<file path="src/hdl/fltd_pkg.sv">
// ----------------------------------------------------------------------------
// fltd_pkg
// Shared types and constants of the FLV tag deframer: descriptor layout,
// event and tag kind codes, stream signature and header lengths.
// ----------------------------------------------------------------------------
`default_nettype none

package fltd_pkg;

    // Event codes carried in event_res
    localparam logic [1:0] EV_TAG_DONE   = 2'd0;
    localparam logic [1:0] EV_BAD_SIG    = 2'd1;
    localparam logic [1:0] EV_BAD_OFFSET = 2'd2;
    localparam logic [1:0] EV_BAD_TYPE   = 2'd3;

    // Tag kind codes carried in tag_kind
    localparam logic [1:0] KIND_AUDIO  = 2'd0;
    localparam logic [1:0] KIND_VIDEO  = 2'd1;
    localparam logic [1:0] KIND_SCRIPT = 2'd2;

    // Tag type bytes as they appear in the stream
    localparam logic [7:0] TYPE_AUDIO  = 8'h08;
    localparam logic [7:0] TYPE_VIDEO  = 8'h09;
    localparam logic [7:0] TYPE_SCRIPT = 8'h12;

    // Signature "FLV"
    localparam logic [7:0] SIG_BYTE0 = 8'h46;
    localparam logic [7:0] SIG_BYTE1 = 8'h4C;
    localparam logic [7:0] SIG_BYTE2 = 8'h56;

    // Codec id that carries an AVC packet type byte
    localparam logic [3:0] CODEC_AVC = 4'd7;

    // Byte indices in the fixed sections (mostly last index, 24-bit counter) and the header offset value
    localparam logic [23:0] SIG_LAST      = 24'd2;
    localparam logic [23:0] HDR_OFS_FIRST = 24'd2;
    localparam logic [23:0] HDR_LAST      = 24'd5;
    localparam logic [23:0] PTS_LAST      = 24'd3;
    localparam logic [23:0] TAG_SIZE_LAST = 24'd3;
    localparam logic [23:0] TAG_TIME_LAST = 24'd6;
    localparam logic [23:0] TAG_TEXT_IDX  = 24'd7;
    localparam logic [23:0] TAG_LAST      = 24'd10;
    localparam logic [31:0] HDR_OFFSET    = 32'd9;

    // One input byte request between the input stage and the parser
    typedef struct packed {
        logic       valid;
        logic [7:0] data;
    } byte_req_t;

    // One result descriptor
    typedef struct packed {
        logic [1:0]  event_res;
        logic [1:0]  tag_kind;
        logic [23:0] data_size;
        logic [31:0] timestamp;
        logic [23:0] stream_id;
        logic [3:0]  video_frame_type;
        logic [3:0]  video_codec;
        logic [7:0]  avc_packet_type;
        logic [3:0]  audio_format;
        logic [1:0]  audio_rate;
        logic        audio_bits;
        logic        audio_stereo;
    } desc_t;

    // Expected signature byte at a given position
    function automatic logic [7:0] sig_byte(input logic [1:0] idx);
        logic [7:0] val;
        unique case (idx)
            2'd0:    val = SIG_BYTE0;
            2'd1:    val = SIG_BYTE1;
            2'd2:    val = SIG_BYTE2;
            default: val = 8'h00;
        endcase
        return val;
    endfunction

endpackage

`default_nettype wire

</file>
<file path="src/hdl/fltd_if.sv">
// ----------------------------------------------------------------------------
// fltd_if
// Valid/ready channel interfaces: the byte stream in and the descriptor out.
// ----------------------------------------------------------------------------
`default_nettype none

interface fltd_byte_if;
    logic       valid;
    logic       ready;
    logic [7:0] stream_byte;

    modport source (output valid, output stream_byte, input ready);
    modport sink   (input valid, input stream_byte, output ready);
endinterface

interface fltd_desc_if;
    logic        valid;
    logic        ready;
    logic [1:0]  event_res;
    logic [1:0]  tag_kind;
    logic [23:0] data_size;
    logic [31:0] timestamp;
    logic [23:0] stream_id;
    logic [3:0]  video_frame_type;
    logic [3:0]  video_codec;
    logic [7:0]  avc_packet_type;
    logic [3:0]  audio_format;
    logic [1:0]  audio_rate;
    logic        audio_bits;
    logic        audio_stereo;

    modport source (
        output valid, output event_res, output tag_kind, output data_size,
        output timestamp, output stream_id, output video_frame_type,
        output video_codec, output avc_packet_type, output audio_format,
        output audio_rate, output audio_bits, output audio_stereo,
        input ready
    );
    modport sink (
        input valid, input event_res, input tag_kind, input data_size,
        input timestamp, input stream_id, input video_frame_type,
        input video_codec, input avc_packet_type, input audio_format,
        input audio_rate, input audio_bits, input audio_stereo,
        output ready
    );
endinterface

`default_nettype wire

</file>
<file path="src/hdl/fltd_in_stage.sv">
// ----------------------------------------------------------------------------
// fltd_in_stage
// Input register: holds one stream byte until the parser takes it.
// ----------------------------------------------------------------------------
`default_nettype none

module fltd_in_stage
    import fltd_pkg::*;
(
    input  wire logic       clk,
    input  wire logic       rst_n,
    input  wire logic       in_valid,
    input  wire logic [7:0] in_byte,
    output logic            in_ready,
    input  wire logic       take,
    output byte_req_t       req
);

    logic       valid_reg;
    logic [7:0] data_reg;

    // Accept when empty or when the held byte leaves this cycle
    assign in_ready = !valid_reg || take;

    // Track occupancy
    always_ff @(posedge clk or negedge rst_n)
    begin
        if (!rst_n)
        begin
            valid_reg <= 1'b0;
        end
        else if (in_ready)
        begin
            valid_reg <= in_valid;
        end
    end

    // Load the byte
    always_ff @(posedge clk)
    begin
        if (in_ready && in_valid)
        begin
            data_reg <= in_byte;
        end
    end

    assign req.valid = valid_reg;
    assign req.data  = data_reg;

endmodule

`default_nettype wire

</file>
<file path="src/hdl/fltd_parser.sv">
// ----------------------------------------------------------------------------
// fltd_parser
// Per-byte FLV parse state machine with the registered descriptor output.
// ----------------------------------------------------------------------------
`default_nettype none

module fltd_parser
    import fltd_pkg::*;
(
    input  wire logic      clk,
    input  wire logic      rst_n,
    input  byte_req_t      req,
    output logic           take,
    output logic           res_valid,
    input  wire logic      res_ready,
    output desc_t          res
);

    typedef enum logic [2:0] {
        PH_SIG,
        PH_HDR,
        PH_PTS,
        PH_TAG,
        PH_DATA
    } phase_t;

    phase_t      phase_reg,  phase_next;
    logic [23:0] count_reg,  count_next;
    logic [1:0]  kind_reg,   kind_next;
    logic [23:0] size_reg,   size_next;
    logic [31:0] time_reg,   time_next;
    logic [23:0] stream_reg, stream_next;
    logic [7:0]  first_reg,  first_next;
    logic [7:0]  second_reg, second_next;
    logic        halted_reg, halted_next;
    logic        valid_reg,  valid_next;
    desc_t       desc_reg,   desc_next;
    logic        emit;
    logic [7:0]  b;

    // Build a tag descriptor from the captured header and payload bytes
    function automatic desc_t build_tag(
        input logic [1:0]  kind,
        input logic [23:0] size,
        input logic [31:0] stamp,
        input logic [23:0] sid,
        input logic [7:0]  first,
        input logic [7:0]  second
    );
        desc_t d;
        d           = '0;
        d.event_res = EV_TAG_DONE;
        d.tag_kind  = kind;
        d.data_size = size;
        d.timestamp = stamp;
        d.stream_id = sid;
        if (kind == KIND_VIDEO)
        begin
            d.video_frame_type = first[7:4];
            d.video_codec      = first[3:0];
            if (first[3:0] == CODEC_AVC)
            begin
                d.avc_packet_type = second;
            end
        end
        else if (kind == KIND_AUDIO)
        begin
            d.audio_format = first[7:4];
            d.audio_rate   = first[3:2];
            d.audio_bits   = first[1];
            d.audio_stereo = first[0];
        end
        return d;
    endfunction

    // Error descriptor: event code only
    function automatic desc_t build_err(input logic [1:0] code);
        desc_t d;
        d           = '0;
        d.event_res = code;
        return d;
    endfunction

    // Take the held byte when the result register is free or drains now
    assign take = req.valid && (!valid_reg || res_ready);
    assign b    = req.data;

    // Next state and descriptor for one byte
    always_comb
    begin
        phase_next  = phase_reg;
        count_next  = count_reg;
        kind_next   = kind_reg;
        size_next   = size_reg;
        time_next   = time_reg;
        stream_next = stream_reg;
        first_next  = first_reg;
        second_next = second_reg;
        halted_next = halted_reg;
        emit        = 1'b0;
        desc_next   = desc_reg;

        if (take && !halted_reg)
        begin
            unique case (phase_reg)
                PH_SIG:
                begin
                    if (count_reg > SIG_LAST || b != sig_byte(count_reg[1:0]))
                    begin
                        halted_next = 1'b1;
                        emit        = 1'b1;
                        desc_next   = build_err(EV_BAD_SIG);
                    end
                    else if (count_reg == SIG_LAST)
                    begin
                        phase_next = PH_HDR;
                        count_next = '0;
                        time_next  = '0;
                    end
                    else
                    begin
                        count_next = count_reg + 24'd1;
                    end
                end
                PH_HDR:
                begin
                    if (count_reg >= HDR_OFS_FIRST)
                    begin
                        time_next = {time_reg[23:0], b};
                    end
                    count_next = count_reg + 24'd1;
                    if (count_reg == HDR_LAST)
                    begin
                        if (time_next != HDR_OFFSET)
                        begin
                            halted_next = 1'b1;
                            emit        = 1'b1;
                            desc_next   = build_err(EV_BAD_OFFSET);
                        end
                        else
                        begin
                            time_next  = '0;
                            phase_next = PH_PTS;
                            count_next = '0;
                        end
                    end
                end
                PH_PTS:
                begin
                    // Skip the previous-tag-size field
                    if (count_reg >= PTS_LAST)
                    begin
                        phase_next = PH_TAG;
                        count_next = '0;
                    end
                    else
                    begin
                        count_next = count_reg + 24'd1;
                    end
                end
                PH_TAG:
                begin
                    if (count_reg == '0)
                    begin
                        size_next   = '0;
                        time_next   = '0;
                        stream_next = '0;
                        first_next  = '0;
                        second_next = '0;
                        priority if (b == TYPE_AUDIO)
                        begin
                            kind_next = KIND_AUDIO;
                        end
                        else if (b == TYPE_VIDEO)
                        begin
                            kind_next = KIND_VIDEO;
                        end
                        else if (b == TYPE_SCRIPT)
                        begin
                            kind_next = KIND_SCRIPT;
                        end
                        else
                        begin
                            halted_next = 1'b1;
                            emit        = 1'b1;
                            desc_next   = build_err(EV_BAD_TYPE);
                        end
                    end
                    else if (count_reg <= TAG_SIZE_LAST)
                    begin
                        size_next = {size_reg[15:0], b};
                    end
                    else if (count_reg <= TAG_TIME_LAST)
                    begin
                        time_next = {8'h00, time_reg[15:0], b};
                    end
                    else if (count_reg == TAG_TEXT_IDX)
                    begin
                        time_next = {b, time_reg[23:0]};
                    end
                    else
                    begin
                        stream_next = {stream_reg[15:0], b};
                    end

                    count_next = count_reg + 24'd1;
                    if (!halted_next && count_reg >= TAG_LAST)
                    begin
                        count_next = '0;
                        if (size_next == '0)
                        begin
                            emit       = 1'b1;
                            phase_next = PH_PTS;
                            desc_next  = build_tag(kind_next, size_next, time_next,
                                                   stream_next, first_next,
                                                   second_next);
                        end
                        else
                        begin
                            phase_next = PH_DATA;
                        end
                    end
                end
                PH_DATA:
                begin
                    if (count_reg == 24'd0)
                    begin
                        first_next = b;
                    end
                    else if (count_reg == 24'd1)
                    begin
                        second_next = b;
                    end
                    count_next = count_reg + 24'd1;
                    if (count_next >= size_reg)
                    begin
                        emit       = 1'b1;
                        phase_next = PH_PTS;
                        count_next = '0;
                        desc_next  = build_tag(kind_next, size_next, time_next,
                                               stream_next, first_next,
                                               second_next);
                    end
                end
                default:
                begin
                    phase_next = phase_reg;
                end
            endcase
        end

        // Result register: load on a new result, drop when taken
        if (take)
        begin
            valid_next = emit;
        end
        else if (res_ready)
        begin
            valid_next = 1'b0;
        end
        else
        begin
            valid_next = valid_reg;
        end
    end

    // Hold state and the registered descriptor
    always_ff @(posedge clk or negedge rst_n)
    begin
        if (!rst_n)
        begin
            phase_reg  <= PH_SIG;
            count_reg  <= '0;
            kind_reg   <= '0;
            size_reg   <= '0;
            time_reg   <= '0;
            stream_reg <= '0;
            first_reg  <= '0;
            second_reg <= '0;
            halted_reg <= 1'b0;
            valid_reg  <= 1'b0;
            desc_reg   <= '0;
        end
        else
        begin
            phase_reg  <= phase_next;
            count_reg  <= count_next;
            kind_reg   <= kind_next;
            size_reg   <= size_next;
            time_reg   <= time_next;
            stream_reg <= stream_next;
            first_reg  <= first_next;
            second_reg <= second_next;
            halted_reg <= halted_next;
            valid_reg  <= valid_next;
            desc_reg   <= desc_next;
        end
    end

    assign res_valid = valid_reg;
    assign res       = desc_reg;

    // Halt persists until reset
    assert property (@(posedge clk) disable iff (!rst_n)
        halted_reg |=> halted_reg)
        else $error("halt cleared without reset");

    // No new descriptor once halted
    assert property (@(posedge clk) disable iff (!rst_n)
        halted_reg && !valid_reg |=> !valid_reg)
        else $error("descriptor produced while halted");

    // A stalled descriptor is neither lost nor altered
    assert property (@(posedge clk) disable iff (!rst_n)
        valid_reg && !res_ready |=> valid_reg && $stable(desc_reg))
        else $error("stalled descriptor changed");

    // Error descriptors carry the event code only
    assert property (@(posedge clk) disable iff (!rst_n)
        valid_reg && desc_reg.event_res != EV_TAG_DONE |->
            desc_reg.tag_kind == '0 && desc_reg.data_size == '0 &&
            desc_reg.timestamp == '0 && halted_reg)
        else $error("error descriptor carries tag fields");

    // Tag kind code is never the unused value
    assert property (@(posedge clk) disable iff (!rst_n)
        valid_reg |-> desc_reg.tag_kind != 2'd3)
        else $error("bad tag kind code");

endmodule

`default_nettype wire

</file>
<file path="src/hdl/flv_tag_deframer_core.sv">
// ----------------------------------------------------------------------------
// flv_tag_deframer_core
// FLV stream deframer: validates the file header and emits one descriptor
// per tag, or one error descriptor after which it halts.
// ----------------------------------------------------------------------------
// Usage:
//   stream : byte request channel, one FLV file byte per request.
//   descr  : descriptor channel, at most one descriptor per byte; most
//            bytes produce none.
//   Path: a byte accepted into the input register is parsed by the
//   parse logic into the result register, where its descriptor, if any,
//   is then valid.
//   Throughput: one byte per cycle while descriptors are taken; the per-byte
//   state machine handles each byte and the result register drains while
//   the next byte is parsed.
//   Receiver stall: a held descriptor blocks the parser, the input
//   register then fills and stream.ready drops; nothing is lost.
//   After a bad signature, header offset or tag type the block reports
//   the error once and then keeps accepting and discarding bytes.
//   Reset: rst_n clears the parser to expect the signature and empties
//   both registers.
// ----------------------------------------------------------------------------
`default_nettype none

module flv_tag_deframer_core
    import fltd_pkg::*;
(
    input  wire logic    clk,
    input  wire logic    rst_n,
    fltd_byte_if.sink    stream,
    fltd_desc_if.source  descr
);

    byte_req_t req;
    logic      take;
    desc_t     res;

    fltd_in_stage u_in_stage (
        .clk      (clk),
        .rst_n    (rst_n),
        .in_valid (stream.valid),
        .in_byte  (stream.stream_byte),
        .in_ready (stream.ready),
        .take     (take),
        .req      (req)
    );

    fltd_parser u_parser (
        .clk       (clk),
        .rst_n     (rst_n),
        .req       (req),
        .take      (take),
        .res_valid (descr.valid),
        .res_ready (descr.ready),
        .res       (res)
    );

    // Spread the descriptor over the channel fields
    assign descr.event_res        = res.event_res;
    assign descr.tag_kind         = res.tag_kind;
    assign descr.data_size        = res.data_size;
    assign descr.timestamp        = res.timestamp;
    assign descr.stream_id        = res.stream_id;
    assign descr.video_frame_type = res.video_frame_type;
    assign descr.video_codec      = res.video_codec;
    assign descr.avc_packet_type  = res.avc_packet_type;
    assign descr.audio_format     = res.audio_format;
    assign descr.audio_rate       = res.audio_rate;
    assign descr.audio_bits       = res.audio_bits;
    assign descr.audio_stereo     = res.audio_stereo;

endmodule

`default_nettype wire
</file>
<file path="src/flat_wrapper.sv">
// flat-port wrapper written by rule: the top's interface ports become plain ports
module flv_tag_deframer_core_flat import fltd_pkg::*;
  (clk, rst_n, stream_valid, stream_stream_byte, stream_ready, descr_valid, descr_event_res, descr_tag_kind, descr_data_size, descr_timestamp, descr_stream_id, descr_video_frame_type, descr_video_codec, descr_avc_packet_type, descr_audio_format, descr_audio_rate, descr_audio_bits, descr_audio_stereo, descr_ready);
  fltd_byte_if stream_i ();
  fltd_desc_if descr_i ();
  input  wire logic clk;
  input  wire logic rst_n;
  input wire logic [$bits(stream_i.valid)-1:0] stream_valid;
  input wire logic [$bits(stream_i.stream_byte)-1:0] stream_stream_byte;
  output wire logic [$bits(stream_i.ready)-1:0] stream_ready;
  output wire logic [$bits(descr_i.valid)-1:0] descr_valid;
  output wire logic [$bits(descr_i.event_res)-1:0] descr_event_res;
  output wire logic [$bits(descr_i.tag_kind)-1:0] descr_tag_kind;
  output wire logic [$bits(descr_i.data_size)-1:0] descr_data_size;
  output wire logic [$bits(descr_i.timestamp)-1:0] descr_timestamp;
  output wire logic [$bits(descr_i.stream_id)-1:0] descr_stream_id;
  output wire logic [$bits(descr_i.video_frame_type)-1:0] descr_video_frame_type;
  output wire logic [$bits(descr_i.video_codec)-1:0] descr_video_codec;
  output wire logic [$bits(descr_i.avc_packet_type)-1:0] descr_avc_packet_type;
  output wire logic [$bits(descr_i.audio_format)-1:0] descr_audio_format;
  output wire logic [$bits(descr_i.audio_rate)-1:0] descr_audio_rate;
  output wire logic [$bits(descr_i.audio_bits)-1:0] descr_audio_bits;
  output wire logic [$bits(descr_i.audio_stereo)-1:0] descr_audio_stereo;
  input wire logic [$bits(descr_i.ready)-1:0] descr_ready;
  assign stream_i.valid = stream_valid;
  assign stream_i.stream_byte = stream_stream_byte;
  assign stream_ready = stream_i.ready;
  assign descr_valid = descr_i.valid;
  assign descr_event_res = descr_i.event_res;
  assign descr_tag_kind = descr_i.tag_kind;
  assign descr_data_size = descr_i.data_size;
  assign descr_timestamp = descr_i.timestamp;
  assign descr_stream_id = descr_i.stream_id;
  assign descr_video_frame_type = descr_i.video_frame_type;
  assign descr_video_codec = descr_i.video_codec;
  assign descr_avc_packet_type = descr_i.avc_packet_type;
  assign descr_audio_format = descr_i.audio_format;
  assign descr_audio_rate = descr_i.audio_rate;
  assign descr_audio_bits = descr_i.audio_bits;
  assign descr_audio_stereo = descr_i.audio_stereo;
  assign descr_i.ready = descr_ready;
  flv_tag_deframer_core u_core (.clk(clk), .rst_n(rst_n), .stream(stream_i), .descr(descr_i));
endmodule
</file>
<file path="config.mk">
export PLATFORM = sky130hd
export DESIGN_NAME = flv_tag_deframer_core_flat
export DESIGN_NICKNAME = d
export VERILOG_FILES = /design/src/hdl/fltd_pkg.sv /design/src/hdl/fltd_if.sv /design/src/hdl/fltd_in_stage.sv /design/src/hdl/fltd_parser.sv /design/src/hdl/flv_tag_deframer_core.sv /design/src/flat_wrapper.sv
export SDC_FILE = /design/constraint.sdc
export NUM_CORES = 1
export LEC_CHECK = 0
export BUFFER_PORTS_ARGS = -buffer_cell sky130_fd_sc_hd__clkbuf_2
export CAP_MARGIN = 40
export CORE_MARGIN = 1.5
export CORE_UTILIZATION = 45
export DETAILED_ROUTE_END_ITERATION = 16
export PLACE_DENSITY = 0.73
export SLEW_MARGIN = 20
export SYNTH_ARGS = -nofsm -noshare
export SYNTH_HDL_FRONTEND = slang
export SYNTH_HIERARCHICAL = 1
export SYNTH_SLANG_ARGS = --single-unit
</file>
<file path="constraint.sdc">
create_clock -name clk -period 5.2 [get_ports clk]
set_clock_uncertainty 0.2 [all_clocks]
set_input_delay 0.52 -clock clk [delete_from_list [all_inputs] [get_ports clk]]
set_output_delay 0.52 -clock clk [all_outputs]
set_load 0.01 [all_outputs]
</file>
==> results.yml <==
run_status:
  status: "completed"
yosys:
  ys_seq_area_share_pct: 44.9
  ys_types: 88
  ys_seq_elements: 244
  synth_area_sq_mm: 0.0137
  synth_edf_count: 8
  syn_nets: 1418
  yosysWarnings: 6
  synth_flop_cell: "dfrtp_1"
  syn_inst: 1375
  async_flop_share_pct: 96.7
  avgSynthCellArea_sq_um: 9.95
finish:
  largest_register_ffs: 108
  nFillCells: 2713
  layout_commonest_cell: "dfrtp_1"
  regArea_sq_mm: 0.00615
  multi_input_area_sq_mm: 0.00689
  layout_common_cells: "236 x dfrtp_1, 129 x nand2_1, 120 x clkbuf_2"
  final_core_util_pct: 52.3
  final_nets: 1490
  drive_gt1_share_pct: 16.8
  n_antenna_cell: 0
  syn_to_final_growth_pct: 13.9
global_route:
  grt_use_total_pct: 25.4
  gr-total-overflow: 0
  antenna_found_initial: 0
  grt_max_degree: 87
  grt_pass1_wl_mm: 63.7
  grt_pass1_vias: 11400
timing:
  worst_pin_slew_ns: 0.891
  finalSetupViolations: 0
  finalCritPeriodShare_pct: 93.2
  rsz0062_at_grt: "false"
  hold_violations: 0
  period_minus_slack_ns: 4.85
  clock.fmax_mhz: 206
  maxSlewHeadroom_pct: 40.6
  final_max_slew_viol_count: 0
  tns_ns: 0
clock_network:
  clockBufferDepth: 3
  cts_made_buffers: 27
  postCtsSetupBuffers: 0
  cts-htree-levels: 1
  cts_tree: "built"
  clk_latency_ns: 0.56
  cts_root_buf: "clkbuf_16"
  clkTransAtPathRegs_ns: 0.06
  clock-sinks: 244
route:
  drtIter0Drc: 1315
  first_pass_iters: 5
  via_per_inst: 6.43
  wl_per_cell_microns: 21.5
  num_vias: 11900
  finalWirelength_mm: 40.0
  postRouteAntennaNets: 0
  drc: 0
critical_path:
  critical_path_class: "reg -> reg"
  cp.buffers_inverters: 0
  crit_required_ns: 5.41
  crit_path_max_incr_delay_ns: 0.59
  cp-start-kind: "flip-flop"
  worst-path-max-fanout: 15
  cp_cell_sequence: "and4_1 > nand3_1 > or2_2 > nor2_1 > nand2_1 > xnor2_1 > ha_1 > a21oi_1 > o21ai_0 > a221oi_1 > nor2_1 > a21oi_1 > nand3_2 > o31ai_1"
  cp.arrival_ns: 5.06
  reg2reg_from: "u_core/u_parser/count_reg[2]$_DFFE_PN0P_"
  critPathTopFamily: "simple AND/OR/NAND/NOR gates"
  slowest_stage: "dfrtp_1"
  worstSetupStartpoint: "u_core/u_parser/count_reg[2]$_DFFE_PN0P_"
  cp-end-kind: "flip-flop"
placed_design:
  io_buffers: 121
  dpl.hpwl_mm: 26.4
  gp_congestion: 0.883
floorplanning:
  core-area_sq_mm: 0.0298
  initial_core_util_pct: 45.9
  die-width_microns: 177
  fp.dieArea_sq_mm: 0.0314
  ios: 122
  rows: 63
  die_y_microns: 177
pwr:
  ir_drop_v: 0.000235
  power.density_mw_per_mm2: 256
  power.leakage_nw: 6.92
min_path:
  hold_class: "in -> reg"
  min-delay-start: "descr_ready"
job:
  drv_cap: 0
-- Yosys cell counts, types with 17 or more instances --
cell,count,area share [%]
nor3_1,62,2.3
a22oi_1,47,2.6
a22o_1,76,4.9
clkbuf_1,72,2.0
a221o_1,37,2.7
ha_1,31,2.8
nand3_1,33,1.2
o21ai_1,19,0.70
o31ai_1,23,1.3
a21oi_1,25,0.91
buf_2,38,1.4
nand4_1,17,0.78
o2bb2ai_1,61,3.9
mux2i_1,38,2.8
nor4_1,17,0.78
o21ai_0,41,1.5
nor2_1,38,1.0
a21o_1,28,1.5
and3_1,22,1.0
inv_1,43,1.2
nand2_1,131,3.6
dfrtp_1,236,43
o22ai_1,37,1.7
-- layer usage --
| metal | global-route usage (%) | wire length [microns] |
|---|---|---|
| met3 | 4.16 | 3110 |
| met2 | 38.3 | 17900 |
| met1 | 36.7 | 17800 |
| met4 | 9.21 | 1240 |
| met5 | 0 | 0 |
-- worst register-to-register path, cell delays in order, from the launching register on --
cell and delay, ns:
dfrtp_1 0.59, and4_1 0.34, nand3_1 0.17, or2_2 0.40
nor2_1 0.26, nand2_1 0.16, xnor2_1 0.21, ha_1 0.29
a21oi_1 0.14, o21ai_0 0.10, a221oi_1 0.49, nor2_1 0.14
a21oi_1 0.52, nand3_2 0.33, o31ai_1 0.37
-- per-stage QoR --
step | power (W) | hold slack [ns] | instances | instance area (sq um) | setup slack [ns]
after detailed placement | 0.00212 | 0.260 | 1794 | 14600 | 0.433
after CTS | 0.00402 | 0.135 | 1852 | 15500 | 0.426
after global placement | 0.00212 | 0.255 | 1791 | 14500 | 0.649
final | 0.00399 | 0.150 | 1856 | 15600 | 0.354
after floorplan | 0.00203 | 0.0244 | 1375 | 13700 | 1.27
after global routing | 0.00410 | 0.162 | 1856 | 15600 | 0.0488
-- logic make-up (layout without fill, tap and decap cells) --
logic type / after synthesis / count (layout) / synth area share (%)
buffers and inverters: 165 / 256 / 5.15
muxes: 48 / 48 / 3.63
xor gates and xnor gates: 22 / 22 / 1.41
DFF: 244 / 244 / 44.9
AOI/OAI and AO/OA: 473 / 473 / 26.7
adders and majority gates: 31 / 31 / 2.84
and+or+nand+nor: 392 / 392 / 15.3
-- layout make-up --
type / instances / share of cell area [%]
flip-flops and latches: 244 / 39.5
repair buffers: 164 / 6.57
multi-input cells: 966 / 44.2
clock buffers: 38 / 4.79
inverters: 44 / 1.06
well taps: 390 / 3.13
clock inverters: 10 / 0.779
-- worst paths after layout --
check,end,slack (ns),depth (start not counted)
worst max-delay path,u_core/u_parser/count_reg[22]$_DFFE_PN0P_,0.35,14
worst max register to register,u_core/u_parser/count_reg[22]$_DFFE_PN0P_,0.35,14
min in group asynchronous,u_core/u_parser/res[71]$_DFFE_PN0P_,0.38,2
worst min-delay path,u_core/u_parser/res_valid$_DFFE_PN0P_,0.15,3
worst min register to register,u_core/u_parser/first_reg[1]$_DFFE_PN0P_,0.28,2
max in group asynchronous,u_core/u_parser/res[91]$_DFFE_PN0P_,3.22,3
-- report_power, final --
part / internal, W / leakage [nW] / switching, W
Clock: 0.00110 / 0.426 / 0.000792
Combinational: 0.0000415 / 3.21 / 0.000105
Sequential: 0.00192 / 3.28 / 0.0000303
Total: 0.00306 / 6.92 / 0.000928
-- repair_timing --
action,in CTS,in global routing
gates resized for setup,0,1
endpoints found under the setup margin,0,1
hold buffers,10,0
hold endpoints to repair,92,0
(Power assumes the default switching activity.)
